`config.mk`:
```
export PLATFORM = sky130hd
export DESIGN_NAME = hois_cell
export DESIGN_NICKNAME = d
export VERILOG_FILES = /design/src/hdl/half_open_interval_set_macros.svh /design/src/hdl/hois_pkg.sv /design/src/hdl/hois_cell.sv
export SDC_FILE = /design/constraint.sdc
export NUM_CORES = 1
export LEC_CHECK = 0
export BUFFER_PORTS_ARGS = -buffer_cell sky130_fd_sc_hd__buf_2
export CORE_MARGIN = 10
export CORE_UTILIZATION = 42
export CTS_CLUSTER_SIZE = 14
export DETAILED_ROUTE_END_ITERATION = 8
export GPL_ROUTABILITY_DRIVEN = 0
export PLACE_DENSITY = 0.83
export REMOVE_ABC_BUFFERS = 1
export SYNTH_ARGS = -nofsm -noshare
export SYNTH_HDL_FRONTEND = slang
export SYNTH_SLANG_ARGS = --single-unit
export TNS_END_PERCENT = 10
```
`constraint.sdc`:
```
create_clock -name clock -period 2.81 [get_ports clock]
set_input_delay 0.1405 -clock clock [delete_from_list [all_inputs] [get_ports clock]]
set_output_delay 0.1405 -clock clock [all_outputs]
set_load 0.02 [all_outputs]
```
`src/hdl/half_open_interval_set_macros.svh`:
```
// Assertion macros for the interval set block.
// Used by half_open_interval_set.sv; no other dependencies.
`ifndef HALF_OPEN_INTERVAL_SET_MACROS_SVH
`define HALF_OPEN_INTERVAL_SET_MACROS_SVH

`ifndef SYNTHESIS
`define HOIS_ASSERT(lbl, prop, msg) \
   lbl: assert property (@(posedge clock) disable iff (reset) prop) else $error(msg);
`define HOIS_ASSERT_NEXT(lbl, ante, cons, msg) \
   lbl: assert property (@(posedge clock) disable iff (reset) (ante) |=> (cons)) \
      else $error(msg);
`else
`define HOIS_ASSERT(lbl, prop, msg)
`define HOIS_ASSERT_NEXT(lbl, ante, cons, msg)
`endif

`endif

```
`src/hdl/hois_pkg.sv`:
```
// Shared types and codes for the interval set block.
// No dependencies.
package hois_pkg;

   localparam int COORD_BITS = 32;

   typedef logic [COORD_BITS-1:0] coord_type;

   // request kinds
   localparam logic [1:0] REQ_ADD    = 2'd0;
   localparam logic [1:0] REQ_REMOVE = 2'd1;
   localparam logic [1:0] REQ_QUERY  = 2'd2;
   localparam logic [1:0] REQ_NONE   = 2'd3;

   // response status codes
   localparam logic [1:0] ST_DONE  = 2'd0;
   localparam logic [1:0] ST_EMPTY = 2'd1;
   localparam logic [1:0] ST_FULL  = 2'd2;

   typedef struct packed {
      logic [1:0] req_type;
      coord_type  left;
      coord_type  right;
   } req_word_type;

   typedef struct packed {
      logic       covered;
      logic [1:0] status;
      logic [6:0] entries_used;
   } rsp_word_type;

   typedef struct packed {
      coord_type lo;
      coord_type hi;
   } interval_type;

   typedef struct packed {
      logic pop;   // shift toward cell 0
      logic load;  // take the push word
   } cell_ctl_type;

   typedef enum logic [1:0] {
      CS_IDLE,
      CS_SCAN,
      CS_BUILD,
      CS_DONE
   } ctrl_state_type;

endpackage

```
`src/hdl/hois_cell.sv`:
```
// One table entry of the interval chain.
// Depends on hois_pkg.
module hois_cell
   import hois_pkg::*;
(
   input  logic         clock,
   input  cell_ctl_type ctl,
   input  interval_type shift_data,
   input  interval_type load_data,
   output interval_type cell_data
);

   interval_type data_ff;
   interval_type data_in;

   always_comb begin
      data_in = data_ff;
      if (ctl.load) begin
         data_in = load_data;
      end else if (ctl.pop) begin
         data_in = shift_data;
      end
   end

   always_ff @(posedge clock) begin
      data_ff <= data_in;
   end

   assign cell_data = data_ff;

endmodule

```
==> results.md <==
* Die Width at 103 µm
* Worst endpoint required time at approximately 2900 ps
* Leak at 1.99 nW
* Peak VDD IR at roughly 330 µV
* First-pass GRT wire length at about 12000 µm
* DR WL/cell at 20.0 µm
* PortBufs at about 190
* Status: finished, final reports clean
* Seq/Total Area, Yosys at 0.661
* Min-delay src: load_data[35]
* Area growth from synthesis to layout at 41.6%
* Worst slew margin at 0.643
* Final core occ at 0.609
* CP endpoint kind: flop
* Final hold viol count at 0
* Yosys cell types at 6
* Die ar. at between 0.01 and 0.015 mm²
* Startpoint Class: primary input
* Slew Limit Fails at 0
* Met1 Use GR at 0.133
* Yosys warns at 0
* Vias in the first global route at between 2000 and 2500
* Layer with the highest usage: met2
* Fin cells at 422
* Fraction of layout instances using a drive strength above 1 at 0.804
* Total number of vias at slightly below 2000
* F_max at roughly 760 MHz
* Post-CTS setup buffer count at 0
* WS Path Type: primary input to flop
* Post-synthesis cell area at 0.00291 mm²
* Syn avg cell area at about 21 µm²
* Clk pin slew, worst setup/hold paths at approximately 70 ps
* Final setup fails at 0
* Grt total ovfl at 0
* Core ar. at a little under 0.007 mm²
* Die Y at a little over 100 µm
* FF+latch count, synth at 64
* Global router's overall resource usage at 0.156
* Slew @ Worst Pin at ~540 ps
* Total routed wirelength at about 8400 µm
* Final net count at 469
* CTS Root Cell: clkbuf_8
* Arrival time worst endpoint at about 1400 ps
* CP max FO at 31
* Maximum buffer depth of the clock tree at 2
* Inserted Clock Buffers at 9
* Met3 global-route usage at 0.119
* RSZ-0062 raised after global routing: no
* Max-cap viol count at 0
* Hold Crit Class: primary input to flop
* Syn Inst Count at ~140
* 1st-pass router iterations at 4
* Starting density of the core at 0.430
* # IOs at roughly 200
* Sink Count at between 60 and 70
* Max reg flops at between 60 and 70
* Placed Cells at 407
* CP Launch Point: ctl[0]
* Setup TNS at 0 ps
* Initial antenna violation count at 1
* GRT met2 Usage at 0.275
* Htree depth at 3
* Ant. Diodes at 0
* Via-to-Cell Ratio at approximately 4.7
* CTS Hold Buffers Added at 0
* CTS tree: yes
* DRC at 0
* Largest net degree at the start of global routing at 36
* Initial detailed-routing violation count at 48
* Hold_ws at approximately 110 ps
* Final period util at 0.469
* Post-DRT Antenna Nets at 0
* Final min period at between 1000 and 1500 ps
* Post_cts resized at 0
* Crit path to: cell_data[11]$_DFFE_PP_
* Pwr/cell area at between 500 and 600 mW/mm²
* Num rows at 30
[critical path, cell delays in order]
cell and delay [ps]:
buf_4 430, buf_4 400, mux2_2 390
[worst min path at each step]
stage | endpoint | cells after the start | slack [ps]
floorplan | cell_data[12]$_DFFE_PP_ | 1 | 360
global route | cell_data[14]$_DFFE_PP_ | 2 | 80
detailed placement | cell_data[53]$_DFFE_PP_ | 2 | 440
global placement | cell_data[18]$_DFFE_PP_ | 2 | 440
CTS | cell_data[14]$_DFFE_PP_ | 2 | 90
finish | cell_data[35]$_DFFE_PP_ | 2 | 110
[kinds of logic after synthesis]
group,synth area share
buffers and inverters,0.0250
flip-flops,0.661
multiplexers,0.311
AND/OR/NAND/NOR,0.00215
[report_power, final]
group / total [mW] / internal [mW] / switching (mW)
sequential: 1.20 / 1.17 / 0.0242
clock: 0.727 / 0.401 / 0.326
combinational: 0.503 / 0.232 / 0.272
total: 2.43 / 1.80 / 0.622
[routing by layer]
layer	vias to the layer above	wire (µm)
li1	938	-
met1	906	2640
met2	126	4310
met3	7	1400
met4	2	74
met5	-	13
[metrics by stage]
step | total power, mW | setup slack [ps] | cell area (µm²)
floorplan | 1.48 | 814 | 2830
global placement | 1.72 | 1200 | 3940
detailed placement | 1.73 | 1150 | 3940
CTS | 2.46 | 1510 | 4110
global route | 2.55 | 1460 | 4110
finish | 2.43 | 1490 | 4110
[Yosys cell counts]
library cell,number,share of area
edfxtp_1,64,0.66
buf_6,6,0.023
buf_2,1,0.0017
mux2_2,15,0.058
mux2_4,49,0.25
or2_1,1,0.0022
[placed cells by master, fill, tap and decap left out]
master,Yosys,routed
mux2_4,49,49
buf_4,0,5
clkbuf_8,0,9
bufinv_16,0,1
mux2_2,15,15
or2_2,0,1
edfxtp_1,64,64
clkinv_2,0,1
clkinvlp_4,0,1
clkbuf_1,0,2
buf_2,1,193
clkinv_1,0,1
[cell type report]
cell class | instances | area [µm²]
Fill cell | 527 | 2640
Sequential cell | 64 | 1920
Timing Repair Buffer | 198 | 1000
Multi-Input combinational cell | 65 | 911
Clock buffer | 11 | 131
Tap cell | 80 | 100
Clock inverter | 4 | 46.3
Power figures use the tool's default switching activity.
